`src/hw/rtl/crc_packet_deframer_macros.svh`:
```
// assertion macros shared by the deframer rtl
// no dependencies; taken in by `include where checks are written
`ifndef CRC_PACKET_DEFRAMER_MACROS_SVH
`define CRC_PACKET_DEFRAMER_MACROS_SVH
`ifndef ASSERT_OFF
// condition a implies condition b in the same cycle
`define CPD_ASSERT_IMPLIES(label, clk, rst, a, b) \
  label: assert property (@(posedge clk) disable iff (rst) (a) |-> (b)) \
    else $error("assertion failed: implication");
// condition a implies condition b in the next cycle
`define CPD_ASSERT_NEXT(label, clk, rst, a, b) \
  label: assert property (@(posedge clk) disable iff (rst) (a) |=> (b)) \
    else $error("assertion failed: next-cycle implication");
`else
`define CPD_ASSERT_IMPLIES(label, clk, rst, a, b)
`define CPD_ASSERT_NEXT(label, clk, rst, a, b)
`endif
`endif

```
`src/hw/rtl/crcpd_pkg.sv`:
```
// shared types, constants and functions of the packet deframer
// no dependencies; used by every rtl module of the block
`timescale 1ns / 1ps

package crcpd_pkg;

  localparam int unsigned MAX_ENTRIES = 3;
  localparam int unsigned QUEUE_DEPTH = 2;

  localparam logic [15:0] CRC_POLY   = 16'h1021;
  localparam logic [6:0]  MIN_LENGTH = 7'd3;
  localparam logic [6:0]  RESET_LENGTH = 7'd30;

  // register indexes on the configuration port
  localparam logic [2:0] CFG_DEFAULT_LENGTH = 3'd0;
  localparam logic [2:0] CFG_TYPE_BASE      = 3'd1;
  localparam logic [2:0] CFG_LENGTH_BASE    = 3'd2;

  // what a word does in the back end
  typedef enum logic [1:0] {
    ROLE_COVER,
    ROLE_LOW,
    ROLE_LAST
  } role_t;

  typedef struct packed {
    logic [7:0]         data;
    logic [6:0]         idx;
    logic [6:0]         len;
    logic signed [15:0] strength;
    role_t              role;
    logic               start;
  } entry_t;

  function automatic logic [6:0] clamp_length(input logic [6:0] len);
    return (len < MIN_LENGTH) ? MIN_LENGTH : len;
  endfunction

  // eight msb-first steps of crc-16, poly 0x1021
  function automatic logic [15:0] crc_update(input logic [15:0] crc, input logic [7:0] b);
    logic [15:0] c;
    c = crc ^ {b, 8'h00};
    for (int k = 0; k < 8; k++) begin
      if (c[15]) begin
        c = {c[14:0], 1'b0} ^ CRC_POLY;
      end else begin
        c = {c[14:0], 1'b0};
      end
    end
    return c;
  endfunction

endpackage

```
`src/hw/rtl/crcpd_front.sv`:
```
// front end: packet tracking, type lookup and word classification
// depends on crcpd_pkg
`timescale 1ns / 1ps

module crcpd_front #(
  parameter int unsigned TABLE_ENTRIES = 3
) (
  input  logic                clk,
  input  logic                rst,
  input  logic                rx_valid,
  output logic                rx_stall,
  input  logic [7:0]          rx_byte,
  input  logic                rx_error,
  input  logic signed [15:0]  rx_strength,
  input  logic                cfg_valid,
  output logic                cfg_ready,
  input  logic [2:0]          cfg_index,
  input  logic [7:0]          cfg_data,
  input  logic                q_full,
  output logic                q_push,
  output crcpd_pkg::entry_t   q_entry
);

  logic [6:0] default_length;
  logic [7:0] tbl_type   [TABLE_ENTRIES];
  logic [6:0] tbl_length [TABLE_ENTRIES];

  logic               receiving;
  logic [6:0]         byte_count;
  logic [6:0]         current_length;
  logic signed [15:0] first_strength;

  logic               accept;
  logic               start;
  logic [6:0]         idx;
  logic [6:0]         base_len;
  logic [6:0]         len;
  logic [7:0]         pos_end;
  logic signed [15:0] strength;
  crcpd_pkg::role_t   role;

  assign cfg_ready = 1'b1;
  assign rx_stall  = q_full;
  assign accept    = rx_valid && !rx_stall;

  // configuration registers
  always_ff @(posedge clk) begin
    if (rst) begin
      default_length <= crcpd_pkg::RESET_LENGTH;
      for (int e = 0; e < TABLE_ENTRIES; e++) begin
        tbl_type[e]   <= 8'h00;
        tbl_length[e] <= crcpd_pkg::RESET_LENGTH;
      end
    end else if (cfg_valid && cfg_ready) begin
      if (cfg_index == crcpd_pkg::CFG_DEFAULT_LENGTH) begin
        default_length <= cfg_data[6:0];
      end
      for (int e = 0; e < TABLE_ENTRIES; e++) begin
        if (cfg_index == crcpd_pkg::CFG_TYPE_BASE + 3'(2 * e)) begin
          tbl_type[e] <= cfg_data;
        end
        if (cfg_index == crcpd_pkg::CFG_LENGTH_BASE + 3'(2 * e)) begin
          tbl_length[e] <= cfg_data[6:0];
        end
      end
    end
  end

  // classify the incoming word
  always_comb begin
    start    = !receiving;
    idx      = start ? 7'd0 : byte_count;
    base_len = start ? crcpd_pkg::clamp_length(default_length) : current_length;
    strength = start ? rx_strength : first_strength;
    len      = base_len;
    if (idx == 7'd1) begin
      // last matching entry wins
      for (int e = 0; e < TABLE_ENTRIES; e++) begin
        if (tbl_type[e] == rx_byte) begin
          len = crcpd_pkg::clamp_length(tbl_length[e]);
        end
      end
    end
    pos_end = {1'b0, idx} + 8'd2;
    if (pos_end < {1'b0, len}) begin
      role = crcpd_pkg::ROLE_COVER;
    end else if (pos_end == {1'b0, len}) begin
      role = crcpd_pkg::ROLE_LOW;
    end else begin
      role = crcpd_pkg::ROLE_LAST;
    end
  end

  always_comb begin
    q_push           = accept && !rx_error;
    q_entry.data     = rx_byte;
    q_entry.idx      = idx;
    q_entry.len      = len;
    q_entry.strength = strength;
    q_entry.role     = role;
    q_entry.start    = start;
  end

  always_ff @(posedge clk) begin
    if (rst) begin
      receiving      <= 1'b0;
      byte_count     <= 7'd0;
      current_length <= crcpd_pkg::RESET_LENGTH;
      first_strength <= 16'sd0;
    end else if (accept) begin
      if (rx_error) begin
        receiving  <= 1'b0;
        byte_count <= 7'd0;
      end else begin
        current_length <= len;
        first_strength <= strength;
        if (role == crcpd_pkg::ROLE_LAST) begin
          receiving  <= 1'b0;
          byte_count <= 7'd0;
        end else begin
          receiving  <= 1'b1;
          byte_count <= idx + 7'd1;
        end
      end
    end
  end

endmodule

```
`src/hw/rtl/crcpd_queue.sv`:
```
// short fifo of classified words between front and back end
// depends on crcpd_pkg and the assertion macro header
`timescale 1ns / 1ps
`include "crc_packet_deframer_macros.svh"

module crcpd_queue (
  input  logic              clk,
  input  logic              rst,
  input  logic              push,
  input  crcpd_pkg::entry_t push_entry,
  output logic              full,
  input  logic              pop,
  output logic              pop_valid,
  output crcpd_pkg::entry_t pop_entry
);

  localparam int unsigned PTR_W = (crcpd_pkg::QUEUE_DEPTH > 1) ?
                                  $clog2(crcpd_pkg::QUEUE_DEPTH) : 1;
  localparam int unsigned CNT_W = $clog2(crcpd_pkg::QUEUE_DEPTH + 1);
  localparam logic [PTR_W-1:0] LAST_PTR = PTR_W'(crcpd_pkg::QUEUE_DEPTH - 1);
  localparam logic [CNT_W-1:0] FULL_CNT = CNT_W'(crcpd_pkg::QUEUE_DEPTH);

  crcpd_pkg::entry_t slots [crcpd_pkg::QUEUE_DEPTH];
  logic [PTR_W-1:0]  wr_ptr;
  logic [PTR_W-1:0]  rd_ptr;
  logic [CNT_W-1:0]  count;

  assign full      = (count == FULL_CNT);
  assign pop_valid = (count != '0);
  assign pop_entry = slots[rd_ptr];

  always_ff @(posedge clk) begin
    if (push) begin
      slots[wr_ptr] <= push_entry;
    end
  end

  always_ff @(posedge clk) begin
    if (rst) begin
      wr_ptr <= '0;
      rd_ptr <= '0;
      count  <= '0;
    end else begin
      if (push) begin
        wr_ptr <= (wr_ptr == LAST_PTR) ? '0 : wr_ptr + 1'b1;
      end
      if (pop) begin
        rd_ptr <= (rd_ptr == LAST_PTR) ? '0 : rd_ptr + 1'b1;
      end
      if (push && !pop) begin
        count <= count + 1'b1;
      end else if (pop && !push) begin
        count <= count - 1'b1;
      end
    end
  end

  `CPD_ASSERT_IMPLIES(a_no_overflow, clk, rst, push, (!full))
  `CPD_ASSERT_IMPLIES(a_no_underflow, clk, rst, pop, pop_valid)

endmodule

```
`src/hw/rtl/crcpd_back.sv`:
```
// back end: running crc, received crc check and output register
// depends on crcpd_pkg and the assertion macro header
`timescale 1ns / 1ps
`include "crc_packet_deframer_macros.svh"

module crcpd_back (
  input  logic               clk,
  input  logic               rst,
  input  logic               q_valid,
  input  crcpd_pkg::entry_t  q_entry,
  output logic               q_pop,
  output logic               pkt_valid,
  input  logic               pkt_stall,
  output logic [7:0]         out_byte,
  output logic [6:0]         byte_index,
  output logic               is_last,
  output logic               crc_ok,
  output logic [15:0]        crc_computed,
  output logic signed [15:0] packet_strength,
  output logic [6:0]         packet_length
);

  logic [15:0] running_crc;
  logic [7:0]  crc_low_byte;
  logic [15:0] crc_base;
  logic [15:0] received;

  assign q_pop    = q_valid && (!pkt_valid || !pkt_stall);
  assign crc_base = q_entry.start ? 16'h0000 : running_crc;
  assign received = {q_entry.data, crc_low_byte};

  always_ff @(posedge clk) begin
    if (rst) begin
      running_crc  <= 16'h0000;
      crc_low_byte <= 8'h00;
    end else if (q_pop) begin
      case (q_entry.role)
        crcpd_pkg::ROLE_COVER: begin
          running_crc <= crcpd_pkg::crc_update(crc_base, q_entry.data);
        end
        crcpd_pkg::ROLE_LOW: begin
          crc_low_byte <= q_entry.data;
        end
        default: begin
        end
      endcase
    end
  end

  always_ff @(posedge clk) begin
    if (rst) begin
      pkt_valid <= 1'b0;
    end else if (q_pop) begin
      pkt_valid <= 1'b1;
    end else if (!pkt_stall) begin
      pkt_valid <= 1'b0;
    end
  end

  always_ff @(posedge clk) begin
    if (q_pop) begin
      out_byte        <= q_entry.data;
      byte_index      <= q_entry.idx;
      packet_strength <= q_entry.strength;
      packet_length   <= q_entry.len;
      if (q_entry.role == crcpd_pkg::ROLE_LAST) begin
        is_last      <= 1'b1;
        crc_ok       <= (received == running_crc);
        crc_computed <= running_crc;
      end else begin
        is_last      <= 1'b0;
        crc_ok       <= 1'b0;
        crc_computed <= 16'h0000;
      end
    end
  end

  // a packet always opens on a covered word
  `CPD_ASSERT_IMPLIES(a_start_is_cover, clk, rst, (q_pop && q_entry.start), (q_entry.role == crcpd_pkg::ROLE_COVER))
  // the last word sits at the end of its packet
  `CPD_ASSERT_IMPLIES(a_last_at_end, clk, rst, (pkt_valid && is_last), ((8'(byte_index) + 8'd1) == 8'(packet_length)))

endmodule

```
`src/hw/rtl/crc_packet_deframer.sv`:
```
// top level of the crc-16 packet deframer
// depends on crcpd_pkg, crcpd_front, crcpd_queue and crcpd_back
`timescale 1ns / 1ps
//
//  channel   handshake              payload
//  -------   ---------------------  -----------------------------------------
//  rx        rx_valid / rx_stall    rx_byte, rx_error, rx_strength
//  pkt       pkt_valid / pkt_stall  out_byte, byte_index, is_last, crc_ok,
//                                   crc_computed, packet_strength, packet_length
//  cfg       cfg_valid / cfg_ready  cfg_index, cfg_data
//
//  one word a cycle sustained while pkt_stall is low; a good word is classified and
//  written into the queue at its rx edge and reaches pkt through the queue slot,
//  then the back end's output register. the crc update of eight bits is one
//  combinational step in the back end, which sets the clock-to-clock path.
//  rst is synchronous: packet state idle, crc cleared, configuration registers to reset values.
//  rx_stall rises only while the two-word queue is full; cfg_ready is always high.
//  error words are absorbed in the front end and never reach the queue.

module crc_packet_deframer #(
  parameter int unsigned TABLE_ENTRIES = 3
) (
  input  logic               clk,
  input  logic               rst,
  // received words
  input  logic               rx_valid,
  output logic               rx_stall,
  input  logic [7:0]         rx_byte,
  input  logic               rx_error,
  input  logic signed [15:0] rx_strength,
  // configuration writes
  input  logic               cfg_valid,
  output logic               cfg_ready,
  input  logic [2:0]         cfg_index,
  input  logic [7:0]         cfg_data,
  // framed words out
  output logic               pkt_valid,
  input  logic               pkt_stall,
  output logic [7:0]         out_byte,
  output logic [6:0]         byte_index,
  output logic               is_last,
  output logic               crc_ok,
  output logic [15:0]        crc_computed,
  output logic signed [15:0] packet_strength,
  output logic [6:0]         packet_length
);

  // front to queue
  logic              q_push;
  logic              q_full;
  crcpd_pkg::entry_t q_push_entry;

  // queue to back
  logic              q_pop;
  logic              q_valid;
  crcpd_pkg::entry_t q_pop_entry;

  // front end: tracks packet position, looks up the length from the type word,
  // decides whether each word is covered by the crc, the low crc byte or the last
  crcpd_front #(
    .TABLE_ENTRIES (TABLE_ENTRIES)
  ) u_front (
    .clk         (clk),
    .rst         (rst),
    .rx_valid    (rx_valid),
    .rx_stall    (rx_stall),
    .rx_byte     (rx_byte),
    .rx_error    (rx_error),
    .rx_strength (rx_strength),
    .cfg_valid   (cfg_valid),
    .cfg_ready   (cfg_ready),
    .cfg_index   (cfg_index),
    .cfg_data    (cfg_data),
    .q_full      (q_full),
    .q_push      (q_push),
    .q_entry     (q_push_entry)
  );

  // decoupling queue, so a stalled output does not stop the front at once
  crcpd_queue u_queue (
    .clk        (clk),
    .rst        (rst),
    .push       (q_push),
    .push_entry (q_push_entry),
    .full       (q_full),
    .pop        (q_pop),
    .pop_valid  (q_valid),
    .pop_entry  (q_pop_entry)
  );

  // back end: running crc, received crc assembly, output register
  crcpd_back u_back (
    .clk             (clk),
    .rst             (rst),
    .q_valid         (q_valid),
    .q_entry         (q_pop_entry),
    .q_pop           (q_pop),
    .pkt_valid       (pkt_valid),
    .pkt_stall       (pkt_stall),
    .out_byte        (out_byte),
    .byte_index      (byte_index),
    .is_last         (is_last),
    .crc_ok          (crc_ok),
    .crc_computed    (crc_computed),
    .packet_strength (packet_strength),
    .packet_length   (packet_length)
  );

endmodule
```
`config.mk`:
```
export PLATFORM = sky130hd
export DESIGN_NAME = crc_packet_deframer
export DESIGN_NICKNAME = d
export VERILOG_FILES = /design/src/hw/rtl/crcpd_pkg.sv /design/src/hw/rtl/crcpd_front.sv /design/src/hw/rtl/crcpd_queue.sv /design/src/hw/rtl/crcpd_back.sv /design/src/hw/rtl/crc_packet_deframer.sv
export VERILOG_INCLUDE_DIRS = /design/src /design/src/hw/rtl
export SDC_FILE = /design/constraint.sdc
export NUM_CORES = 1
export LEC_CHECK = 0
export BUFFER_PORTS_ARGS = -buffer_cell sky130_fd_sc_hd__buf_2
export CORE_MARGIN = 2
export CORE_UTILIZATION = 55
export DETAILED_ROUTE_END_ITERATION = 12
export GPL_ROUTABILITY_DRIVEN = 0
export PLACE_DENSITY_LB_ADDON = 0.3
export SYNTH_ARGS = -nofsm -noshare
export SYNTH_HDL_FRONTEND = slang
export SYNTH_SLANG_ARGS = --single-unit
export TNS_END_PERCENT = 10
```
`constraint.sdc`:
```
create_clock -name clk -period 7.4 [get_ports clk]
set_input_delay 1.48 -clock clk [delete_from_list [all_inputs] [get_ports clk]]
set_output_delay 1.48 -clock clk [all_outputs]
set_load 0.005 [all_outputs]
```
Word-level counts from Yosys, hierarchy flattened --
Memories as Yosys holds them, arrays and structs flattened. A register that Yosys moved wholly into a read port is not among the register bits. Cells that the tools add are included.
Word-level totals: register bits after elaboration 123, bits in latches 0, bits in writable memories 127, bits in read-only memories 0, input port bits 41, output and inout bits 59, word-level logic and storage cells 176, memories 3
Memories:
- u_queue.slots | words 2, width 41, read ports 1, clocked after memory_dff 1, write ports 1, line crcpd_queue.sv:23 | crcpd_pkg::entry_t slots [crcpd_pkg::QUEUE_DEPTH];
- u_front.tbl_type | words 3, width 8, read ports 3, clocked after memory_dff 0, write ports 3, line crcpd_front.sv:25 | logic [7:0] tbl_type [TABLE_ENTRIES];
- u_front.tbl_length | words 3, width 7, read ports 3, clocked after memory_dff 0, write ports 3, line crcpd_front.sv:26 | logic [6:0] tbl_length [TABLE_ENTRIES];
Operators by class: add/subtract/negate cells 6, multiply operators 0, divide/modulo/power cells 0, $lt $le $gt $ge 5, equal/unequal tests 17, shift-type cells 0, multiplexer cells 90, bitwise logic cells 16, reductions and logical operators 21
Operators with widths (count):
- $mux W16 | 23
- $mux W7 | 15
- $mux W13 | 8
- $mux W1 | 37
- $lt A7 B2 Y1 const B | 4
- $eq A8 B8 Y1 | 3
- $mux W8 | 3
- $not A3 Y3 | 8
- $eq A16 B16 Y1 | 1
- $xor A16 B16 Y16 | 1
- $eq A3 B3 Y1 const B | 3
- $add A7 B2 Y8 const B | 1
- $eq A8 B7 Y1 | 1
- $lt A8 B7 Y1 | 1
- $mux W2 | 4
- $reduce_and A2 Y1 | 4
- $add A7 B1 Y7 const B | 1
- $eq A7 B1 Y1 const B | 1
- $logic_not A1 Y1 | 7
- $eq A2 B2 Y1 const B | 3
- $eq A3 B2 Y1 const B | 2
- $or A1 B1 Y1 | 6
- $logic_and A1 B1 Y1 | 5
- $reduce_bool A2 Y1 | 2
- other kinds (10) | 11

Logic depth before layout (Yosys ltp) --
Gate-level depths: netlist of the first run.
depth in word-level cells 39, mapped depth 18, depth with buffers taken out 16

By module --
Synthesis of the first run repeated with hierarchy kept, for this count alone.
Unflattened totals: cell total of the unflattened synthesis 805, area total of the unflattened synthesis 10870.4 um^2
By module, submodules not included:
- crcpd_front | times used 1, cells each 427, area each 4327.9 um^2, sequential area each 2112.0 um^2
- crcpd_back | times used 1, cells each 228, area each 3373.2 um^2, sequential area each 2182.1 um^2
- crcpd_queue | times used 1, cells each 150, area each 3169.3 um^2, sequential area each 2562.5 um^2

Least setup slack after synthesis of the first run --
OpenSTA, ideal clock, no wires.
path type input to register, start point in rx_byte[6], end point mem u_queue.slots[0][2] (netlist name), data pin, setup time 0.277 ns, data arrival time 4.097 ns, required time 7.123 ns, slack 3.026 ns, cell stages on the path 12, path buffers 0, path through xor2_1 > nor4_1 > nand2_1 > mux2_2 > a2111o_1 > and2_1 > ha_1 > nor2b_1 > o211ai_1 > a211oi_1 > nor3_1 > inv_1
RTL lines:
- from (decl) | line crc_packet_deframer.sv:28 | input logic [7:0] rx_byte,
- to (decl) | line crcpd_queue.sv:23

Final worst setup path of the first run --
start point in rx_byte[6], end point reg u_front.byte_count[3]
On the way: word-level cells in the longest chain between the ends 11, elaborated cells on any way between the ends 14, those cells by class order compare (1); eq/ne (5); mux (8)
RTL lines:
- $eq A8 B8 Y1 | line crcpd_front.sv:79 | if (tbl_type[e] == rx_byte) begin
- $mux W7 (2 in series) | line crcpd_front.sv:79
- $mux W7 (*) | line crcpd_front.sv:79
- $mux W7 (*) | line crcpd_front.sv:76 | if (idx == 7'd1) begin
- branches (longest 2 deep; another with $lt A8 B7 Y1)
- $mux W2 (*) | line crcpd_front.sv:85 | if (pos_end < {1'b0, len}) begin
- $eq A2 B2 Y1 (*) | line crcpd_front.sv:117 | if (role == crcpd_pkg::ROLE_LAST) begin
- $mux W7 (*) | line crcpd_front.sv:117
- $mux W7 (*) | line crcpd_front.sv:111 | if (rx_error) begin
- to (signal assigned) | line crcpd_front.sv:122 | byte_count <= idx + 7'd1;
- to (decl) | line crcpd_front.sv:29 | logic [6:0] byte_count;
Every way passes the cells marked *. A chain may end at the register's enable or synchronous reset.

==> results of run 1 <==
-- logic make-up after synthesis --
logic type | count (synthesis) | synth area share
flip-flops | 251 | 0.642
AO/OA/AOI/OAI | 96 | 0.0635
AND/OR/NAND/NOR | 240 | 0.109
multiplexers | 80 | 0.0832
other | 1 | 0.000351
XOR/XNOR | 79 | 0.0647
buffers and inverters | 56 | 0.0251
adder cells (fa/ha/maj) | 11 | 0.0129
-- per-layer routing --
layer	up-vias	part of all wire	track usage
met5	-	0	0
met4	0	0.024	0.0640
met3	44	0.064	0.0333
met1	3138	0.43	0.270
met2	222	0.48	0.355
li1	3167	-	-
-- state kept, by name, summed over array words and instances (netlist names), named ones only --
register,cells
u_back.running_crc,16
u_back.out_byte,8
u_queue.rd_ptr,1
u_front.tbl_length,21
u_back.crc_ok,1
u_back.byte_index,7
u_back.crc_low_byte,8
u_front.receiving,1
u_front.default_length,7
u_queue.count,2
u_back.is_last,1
u_queue.wr_ptr,1
u_queue.slots,82
u_back.packet_length,7
u_back.packet_strength,16
u_back.pkt_valid,1
u_front.current_length,7
u_back.crc_computed,16
u_front.tbl_type,24
u_front.first_strength,16
u_front.byte_count,7
-- worst max-delay path: stages --
cell	delay (ps)
buf_2	140
xor2_1	170
nor4_1	350
nand2_1	270
mux2_2	330
a2111o_1	450
and2_1	160
ha_1	280
nor2b_1	130
o211ai_1	190
a211oi_1	120
nor4_1	620
nand4_1	170
a31oi_1	180
-- cells in the final DEF (no fill, tap or decap), types with 18 or more instances in the layout --
master,count
edfxtp_1,183
buf_2,98
nand2_1,79
dfxtp_1,67
mux2_2,56
nor2_1,53
xor2_1,45
xnor2_1,34
and2_1,30
a21oi_1,28
clkbuf_16,28
mux2i_1,20
nor3_1,18
-- layout make-up --
cell class | count | area (um2)
clock buffer | 38 | 768
sequential | 251 | 6860
timing repair buffer | 107 | 558
clock inverter | 10 | 101
multi-input combinational | 507 | 3570
inverter | 21 | 78.8
tap | 260 | 325
fill | 1476 | 6630
-- stage by stage --
step | util | std cells
floorplan | - | 814
global placement | 0.603 | 1146
detailed placement | 0.603 | 1146
CTS | 0.649 | 1194
global route | 0.649 | 1194
finish | 0.649 | 1194
-- where the power goes --
group | total, mW | switching (mW) | internal (mW)
logic | 0.792 | 0.467 | 0.325
registers | 1.88 | 0.0905 | 1.79
clock network | 1.30 | 0.514 | 0.788
-- how the worst max path moves through the flow --
stage	startpoint	endpoint	slack, ps	cells past startpoint
6_report	rx_byte[6]	u_front.byte_count[3]$_SDFFE_PP0P_	2790	14
5_1_grt	rx_byte[6]	u_front.byte_count[3]$_SDFFE_PP0P_	2460	14
4_1_cts	rx_byte[6]	u_front.byte_count[3]$_SDFFE_PP0P_	2780	14
3_5_place_dp	rx_byte[6]	u_front.byte_count[3]$_SDFFE_PP0P_	2260	14
3_3_place_gp	rx_byte[6]	u_front.byte_count[3]$_SDFFE_PP0P_	2360	14
2_1_floorplan	rx_byte[6]	u_queue.slots[0][2]$_DFFE_PP_	3030	12
==> results by group, run 1 <==
Placed design
  – IO Port Bufs: 98
  – Area after DPL: 11400 um2
  – Pre-CTS WS: between 2000 and 2500 ps
  – HPWL after DPL: between 10000 and 15000 um

Finish
  – Syn-to-layout area delta: 14.7%
  – ANT cells: 0
  – Layout Nets: about 970
  – Share of layout cells above drive strength 1: 0.237
  – Final Cell Area: 12300 um2

Drt
  – Vias/cell: ~5.5
  – Routed wire length: about 21000 um
  – Detail Route Antenna Nets: 0
  – Drt pass-1 iters: 8
  – DRT iter0 DRCs: 434
  – Drt drc: 0
  – Routed len/inst: 17.6 um
  – Via count: 6571

Logic synthesis
  – FFs w/ async S/R, synth: 0
  – Distinct cells, synth: 61
  – Top-count cell post-synth: edfxtp_1
  – Number of synthesized flops with an enable pin: around 180
  – Synth top cells by count: edfxtp_1, nand2_1, dfxtp_1, mux2_2, nor2_1
  – Sequential area share after synthesis: 0.642
  – Synth top area share: 0.514
  – Synth Register Bits: between 200 and 300
  – Synth area leader: edfxtp_1
  – Syn. warnings: 0
  – Syn nets: slightly below 900
  – Synth Instances: slightly above 800
  – Top cells by area, synth: edfxtp_1, dfxtp_1, mux2_2
  – Syn avg cell area: 13.1 um2
  – Top FF cell, synth: edfxtp_1
  – Post-Synthesis Cell Area: roughly 11000 um2

STA
  – Max-slew violation count: 0
  – Worst slew pin tran: between 1000 and 1500 ps
  – Worst rel slew slack: 0.123
  – Fin crit share: 0.623
  – RSZ-0062 raised after global routing: false
  – FMAX: 217 MHz
  – Fin crit period: between 4000 and 5000 ps
  – Setup_tns: 0 ps
  – Setup violators final: 0
  – Setup slack after layout: roughly 2800 ps
  – Hold Worst Slack: roughly 460 ps
  – Final Hold Vio Count: 0
  – Skew final: between 7 and 8 ps

Pwr
  – Power Density: about 320 nW/um2
  – IR drop worst, VDD: 0.213 mV
  – Static leakage: between 4 and 5 nW
  – Final Power: roughly 4 mW

Worst setup path
  – Critical path fanouts, max: 7
  – Crit. End Element: flip-flop
  – Worst R2R End: u_front.byte_count[3]$_SDFFE_PP0P_
  – WS Path Type: in2reg
  – Crit start category: input pin
  – WP data required: roughly 8000 ps
  – CP Data Arrival Time: around 5000 ps
  – Reg2Reg Depth: 17
  – Reg-to-reg startpoint: u_front.receiving$_SDFFE_PP0P_
  – R2r setup slk: 3230 ps

Clocking
  – CTS root buf: clkbuf_16
  – Clock transition at path regs: ~60 ps
  – Htree depth: 1
  – Hold Buf Count CTS: 0
  – Clk_lat worst skew: between 500 and 600 ps
  – CTS Buffer Depth: 3
  – CTS tree: done
  – Num CTS Buffers: 26
  – Post-CTS Setup Bufs: 0
  – CTS sink count: 251
  – Post-CTS Resized: 0

Worst hold path
  – Hold_sp: u_front.first_strength[3]$_SDFFE_PP0P_
  – Hold Crit Class: reg2reg
  – Hold Path Stages: 2
  – Hold worst-path end: u_front.first_strength[3]$_SDFFE_PP0P_

Job
  – Max Cap Viol: 0

Die
  – Core Area: 18900 um2
  – Die ar.: roughly 20000 um2
  – Die Y: between 100 and 150 um
  – # rows: 50
  – Die width: approximately 140 um
  – Initial Utilization: 0.566
  – IO Pins: 100

Global routing
  – Overflow left after global routing: 0
  – Total global-route track usage: 0.206
  – Largest net degree at the start of global routing: between 60 and 70
  – First-pass GRT wire length: between 30000 and 40000 um
  – Initial antenna violation count: 0
  – Vias in the first global route: 6600

Status
  – Status: complete, no violations
Note: power is estimated with default switching activity, not from simulation.
==> run 2, diff against run 1 <==
Settings changed: CORE_UTILIZATION 55 to 53.
Clock period 7.4 ns to 3.9 ns, I/O delays scaled along.
==> results by group, run 2 (synthesis results as in run 1) <==
Die
  – Die width: 146 um (+1.8%)
  – # rows: 51 (+2.0%)
  – Die ar.: 21300 um2 (+3.7%)
  – IO Pins: 100 (unchanged)
  – Core Area: 19700 um2 (+4.0%)
  – Initial Utilization: 0.544 (-0.0219)
  – Die Y: 146 um (+1.8%)

Worst setup path
  – Crit. End Element: flip-flop
  – Crit start category: flip-flop
  – WP data required: 4360 ps (-3490 ps)
  – WS Path Type: reg2reg
  – Critical path fanouts, max: 5 (-2)
  – R2r setup slk: 360 ps (-2870 ps)
  – CP Data Arrival Time: 4000 ps (-1050 ps)

STA
  – Worst slew pin tran: 1190 ps (-115 ps)
  – Skew final: 16.0 ps (+8.18 ps)
  – Max-slew violation count: 0 (unchanged)
  – Setup slack after layout: 361 ps (-2430 ps)
  – Final Hold Vio Count: 0 (unchanged)
  – RSZ-0062 raised after global routing: false
  – Worst rel slew slack: 0.201 (+0.0776)
  – Fin crit period: about 3500 ps
  – Setup violators final: 0 (unchanged)
  – Fin crit share: 0.908
  – FMAX: roughly 280 MHz

Job
  – Max Cap Viol: 0 (unchanged)

Clocking
  – CTS sink count: 251 (unchanged)
  – Num CTS Buffers: 26 (unchanged)
  – Htree depth: 1 (unchanged)
  – Hold Buf Count CTS: 0 (unchanged)
  – CTS Buffer Depth: 3 (unchanged)
  – CTS root buf: clkbuf_16
  – Clk_lat worst skew: 520 ps (about the same)
  – Clock transition at path regs: 70 ps (about the same)
  – CTS tree: done

Drt
  – DRT iter0 DRCs: 415 (-4.4%)
  – Drt pass-1 iters: 5 (-3)
  – Routed len/inst: 17.4 um (-1.1%)
  – Vias/cell: 5.46 (-0.74%)
  – Via count: 6730 (+2.4%)
  – Drt drc: 0 (unchanged)
  – Detail Route Antenna Nets: 0 (unchanged)
  – Routed wire length: 21400 um (+2.1%)

Pwr
  – Internal power: 5.53 mW (+91%)
  – Net switching power: 2.08 mW (+95%)
  – Clock power share: 0.328 (about the same)
  – IR drop worst, VDD: 0.303 mV (+42%)
  – Final Power: 7.61 mW (+92%)
  – Logic pwr share: 0.201 (about the same)
  – Register share of total power: 0.471 (-0.002)
  – Static leakage: 4.68 nW (+3.7%)
  – Switching share of power: 0.274 (+0.00393)
  – Power Density: 607 nW/um2 (+88%)

Finish
  – Layout Nets: 999 (+3.4%)
  – Commonest non-fill, non-tap cell in the layout: edfxtp_1
  – Most flops, register: u_queue.slots
  – Biggest regs: u_queue.slots (82), u_front.tbl_type (24), u_front.tbl_length (21)
  – ANT cells: 0 (unchanged)
  – Max reg flops: 82 (unchanged)
  – Commonest non-fill, non-tap cells in the layout: edfxtp_1, buf_2, nand2_1, dfxtp_1, mux2_2
  – Syn-to-layout area delta: 17.3%
  – Share of layout cells above drive strength 1: 0.268 (+0.0312)

Global routing
  – Overflow left after global routing: 0 (unchanged)
  – Initial antenna violation count: 0 (unchanged)
  – Total global-route track usage: 0.199 (-0.00688)
  – Vias in the first global route: 6538 (-0.94%)
  – Largest net degree at the start of global routing: 37 (-43%)
  – First-pass GRT wire length: 34200 um (+2.4%)

Placed design
  – Pre-CTS WS: -226 ps (-2490 ps)
  – IO Port Bufs: 98 (unchanged)
  – HPWL after DPL: 14500 um (+5.8%)

Worst hold path
  – Hold Crit Class: reg2reg

Status
  – Status: complete, no violations
-- run 2: final timing paths --
kind                                                             start                                     end  depth (start not counted)
worst max-delay path                  u_front.tbl_type[0][6]$_DFFE_PP_      u_front.byte_count[3]$_SDFFE_PP0P_                         15
worst min-delay path            u_front.first_strength[9]$_SDFFE_PP0P_  u_front.first_strength[9]$_SDFFE_PP0P_                          2
worst max register to register        u_front.tbl_type[0][6]$_DFFE_PP_      u_front.byte_count[3]$_SDFFE_PP0P_                         15
worst min register to register  u_front.first_strength[9]$_SDFFE_PP0P_  u_front.first_strength[9]$_SDFFE_PP0P_                          2
-- run 2: critical path, stage by stage (launching register included) --
cell      delay, ps
edfxtp_1        390
xor2_1          160
nor4_1          380
nand2_1          90
buf_4           170
mux2_2          260
a2111o_1        440
and2_1          160
ha_1            280
nor2b_1         130
o211ai_1        180
a211oi_1        120
nor4_1          270
buf_4           180
nand4_1          90
a31oi_1         160
-- run 2: repair_timing --
item                       CTS  global route
hold endpoints to repair     0             0
gates resized for setup      0             0
setup buffers                0             1
setup endpoints to repair    0             1
-- run 2: layout make-up --
cell class / instances / area, um2
fillers: 1531 / 7120
flip-flops and latches: 251 / 6860
multi-input cells: 507 / 3570
clock buffers: 35 / 757
clock inverters: 13 / 131
repair buffers: 140 / 806
well taps: 265 / 332
inverters: 21 / 78.8
-- run 2: power groups by stage --
stage | clock network, mW | logic, mW | registers, mW
3_5_place_dp | 0 | 1.54 | 3.64
2_1_floorplan | 0 | 1.00 | 3.61
3_3_place_gp | 0 | 1.50 | 3.63
6_report | 2.50 | 1.53 | 3.59
4_1_cts | 2.54 | 1.54 | 3.59
5_1_grt | 2.65 | 1.68 | 3.62
-- run 2: stage by stage --
step / cells / utilization / hold WS [ps] / area [um2] / TNS [ps]
2_1_floorplan: 814 / - / 433 / 10700 / 0
3_3_place_gp: 1183 / 0.592 / 438 / 11600 / -270
3_5_place_dp: 1183 / 0.592 / 444 / 11600 / -1530
4_1_cts: 1231 / 0.637 / 453 / 12500 / 0
5_1_grt: 1232 / 0.638 / 473 / 12500 / 0
6_report: 1232 / 0.638 / 451 / 12500 / 0
-- run 2: layer usage --
| layer | wire (um) | vias up | track usage |
|---|---|---|---|
| met5 | 0 | - | 0 |
| met4 | 362 | 0 | 0.0471 |
| met3 | 1350 | 36 | 0.0288 |
| met2 | 9960 | 216 | 0.333 |
| met1 | 9770 | 3246 | 0.279 |
| li1 | - | 3232 | - |
==> run 3, diff against run 2 <==
Settings changed: CORE_UTILIZATION 53 to 55.
Clock period 3.9 ns to 4.2 ns, I/O delays scaled along.
==> results by group, run 3 (synthesis results as in run 1) <==
Pwr
  – Logic pwr share: 0.203 (+0.002)
  – Register share of total power: 0.487 (+0.016)
  – Final Power: 6.82 mW (-10%)
  – Net switching power: 1.86 mW (-11%)
  – Power Density: 555 nW/um2 (-8.6%)
  – Switching share of power: 0.272 (-0.00186)
  – Clock power share: 0.310 (-0.018)
  – Static leakage: 4.54 nW (-3.0%)
  – Internal power: 4.97 mW (-10%)
  – IR drop worst, VDD: 0.315 mV (+4.1%)

Die
  – Die Y: 143 um (-1.8%)
  – Initial Utilization: 0.566 (+0.0219)
  – # rows: 50 (-2.0%)
  – Core Area: 18900 um2 (-3.9%)
  – IO Pins: 100 (unchanged)
  – Die ar.: 20600 um2 (-3.5%)
  – Die width: 143 um (-1.8%)

Worst setup path
  – WS Path Type: reg2reg
  – Critical path fanouts, max: 31 (+26)
  – WP data required: 4630 ps (+270 ps)
  – WP buf/inv: 3 (+1)
  – Critical-path top delay cell: a2111o_1
  – Slowest stage delay, CP: 460 ps (+20 ps)
  – CP cell instances: buf_4, inv_1, o21ai_2, o22ai_1, mux2_2, a2111o_1, and2_1, ha_1, nor2b_1, o211ai_1, a211oi_1, nor4_1, buf_4, nand4_1, a31oi_1
  – CP Data Arrival Time: 4200 ps (+200 ps)
  – Crit start category: flip-flop
  – CP top delay family: compound AO/OA/AOI/OAI gates
  – Crit. End Element: flip-flop
  – CP most frequent cell: buf_4

STA
  – Setup_tns: 0 ps (unchanged)
  – Fin crit share: 0.899 (-0.00817)
  – Fin crit period: 3780 ps (+238 ps)
  – Setup slack after layout: 423 ps (+62.0 ps)
  – RSZ-0062 raised after global routing: false
  – Final Hold Vio Count: 0 (unchanged)
  – Hold Worst Slack: 457 ps (+6.03 ps)
  – Max-slew violation count: 0 (unchanged)
  – Skew final: 19.0 ps (+3.00 ps)
  – Setup violators final: 0 (unchanged)
  – Worst rel slew slack: 0.240 (+0.0388)
  – Worst slew pin tran: 1130 ps (-57.7 ps)
  – FMAX: 265 MHz (-6.3%)

Finish
  – Layout fillers: 1377 (-10%)
  – Syn-to-layout area delta: 15.0%
  – Max reg flops: 82 (unchanged)
  – Share of layout cells above drive strength 1: 0.246 (-0.0223)
  – Commonest non-fill, non-tap cells in the layout: edfxtp_1, buf_2, nand2_1, dfxtp_1, mux2_2
  – Final Cell Area: 12300 um2 (-1.9%)
  – Layout Nets: 978 (-2.1%)
  – Biggest regs: u_queue.slots (82), u_front.tbl_type (24), u_front.tbl_length (21)
  – ANT cells: 0 (unchanged)
  – Most flops, register: u_queue.slots
  – Commonest non-fill, non-tap cell in the layout: edfxtp_1

Status
  – Status: complete, no violations

Clocking
  – Post-CTS Setup Bufs: 0 (unchanged)
  – Post-CTS Resized: 0 (unchanged)
  – CTS tree: done
  – CTS Buffer Depth: 3 (unchanged)
  – Num CTS Buffers: 26 (unchanged)
  – CTS sink count: 251 (unchanged)
  – Clk_lat worst skew: 520 ps (about the same)
  – CTS root buf: clkbuf_16
  – Clock transition at path regs: 60 ps (about the same)
  – Hold Buf Count CTS: 0 (unchanged)
  – Htree depth: 1 (unchanged)

Placed design
  – Area after DPL: 11500 um2 (-1.2%)
  – HPWL after DPL: 14200 um (-2.3%)
  – Pre-CTS WS: 44.3 ps (+270 ps)
  – IO Port Bufs: 98 (unchanged)

Drt
  – Drt pass-1 iters: 5 (unchanged)
  – DRT iter0 DRCs: 496 (+20%)
  – Routed len/inst: 17.2 um (-1.3%)
  – Drt drc: 0 (unchanged)
  – Routed wire length: 20700 um (-3.5%)
  – Via count: 6597 (-2.0%)
  – Detail Route Antenna Nets: 0 (unchanged)
  – Vias/cell: 5.47 (+0.22%)

Job
  – Max Cap Viol: 0 (unchanged)

Global routing
  – Vias in the first global route: 6517 (-0.32%)
  – Total global-route track usage: 0.206 (+0.00634)
  – Largest net degree at the start of global routing: 41 (+11%)
  – Initial antenna violation count: 0 (unchanged)
  – Overflow left after global routing: 0 (unchanged)
  – First-pass GRT wire length: 33500 um (-2.0%)

Worst hold path
  – Hold Crit Class: reg2reg
[run 3: cell types whose count changed in the layout (fill, tap and decap cells not counted)]
cell / change
bufinv_16: -2
buf_12: +1
clkbuf_1: +7
o31ai_1: -1
clkinv_1: -1
clkbuf_16: -1
buf_4: -22
inv_6: -2
o31ai_2: +1
clkinvlp_4: -2
[run 3: area by class of cell]
| cell class | instances | area [um2] | share of cell area |
|---|---|---|---|
| clock buffer | 41 | 758 | 0.0617 |
| clock inverter | 6 | 35.0 | 0.00285 |
| inverter | 21 | 78.8 | 0.00641 |
| multi-input combinational | 507 | 3580 | 0.291 |
| sequential | 251 | 6860 | 0.558 |
| tap | 260 | 325 | 0.0265 |
| timing repair buffer | 119 | 661 | 0.0537 |
[run 3: worst reg2reg max path, stage by stage, from the launching register on]
cell and delay [ps]:
dfxtp_1 360, buf_4 420, inv_1 260, o21ai_2 110, o22ai_1 110, mux2_2 270
a2111o_1 460, and2_1 170, ha_1 280, nor2b_1 140, o211ai_1 220, a211oi_1 130
nor4_1 290, buf_4 190, nand4_1 100, a31oi_1 190
[run 3: power by group through the flow]
stage / Combinational (mW) / Clock [mW] / Sequential [mW]
3_5_place_dp: 1.40 / 0 / 3.38
3_3_place_gp: 1.36 / 0 / 3.37
4_1_cts: 1.40 / 2.15 / 3.33
6_report: 1.38 / 2.11 / 3.33
5_1_grt: 1.54 / 2.24 / 3.37
2_1_floorplan: 0.932 / 0 / 3.35
[run 3: worst paths after layout]
path	from	to	slack, ps	cells after the start
min reg2reg	u_front.first_strength[13]$_SDFFE_PP0P_	u_front.first_strength[13]$_SDFFE_PP0P_	460	2
max	u_front.receiving$_SDFFE_PP0P_	u_front.byte_count[3]$_SDFFE_PP0P_	420	15
max reg2reg	u_front.receiving$_SDFFE_PP0P_	u_front.byte_count[3]$_SDFFE_PP0P_	420	15
min	u_front.first_strength[13]$_SDFFE_PP0P_	u_front.first_strength[13]$_SDFFE_PP0P_	460	2
[run 3: per-stage QoR]
stage,std cells,utilization
2_1_floorplan,814,-
3_3_place_gp,1158,0.608
3_5_place_dp,1158,0.608
4_1_cts,1205,0.650
5_1_grt,1205,0.651
6_report,1205,0.651
[run 3: metal layers]
metal  vias up  share of wire  global-route usage
li1       3189              -                   -
met1      3152           0.44               0.283
met2       219           0.47               0.344
met3        37          0.061              0.0277
met4         0          0.021              0.0614
met5         -              0                   0
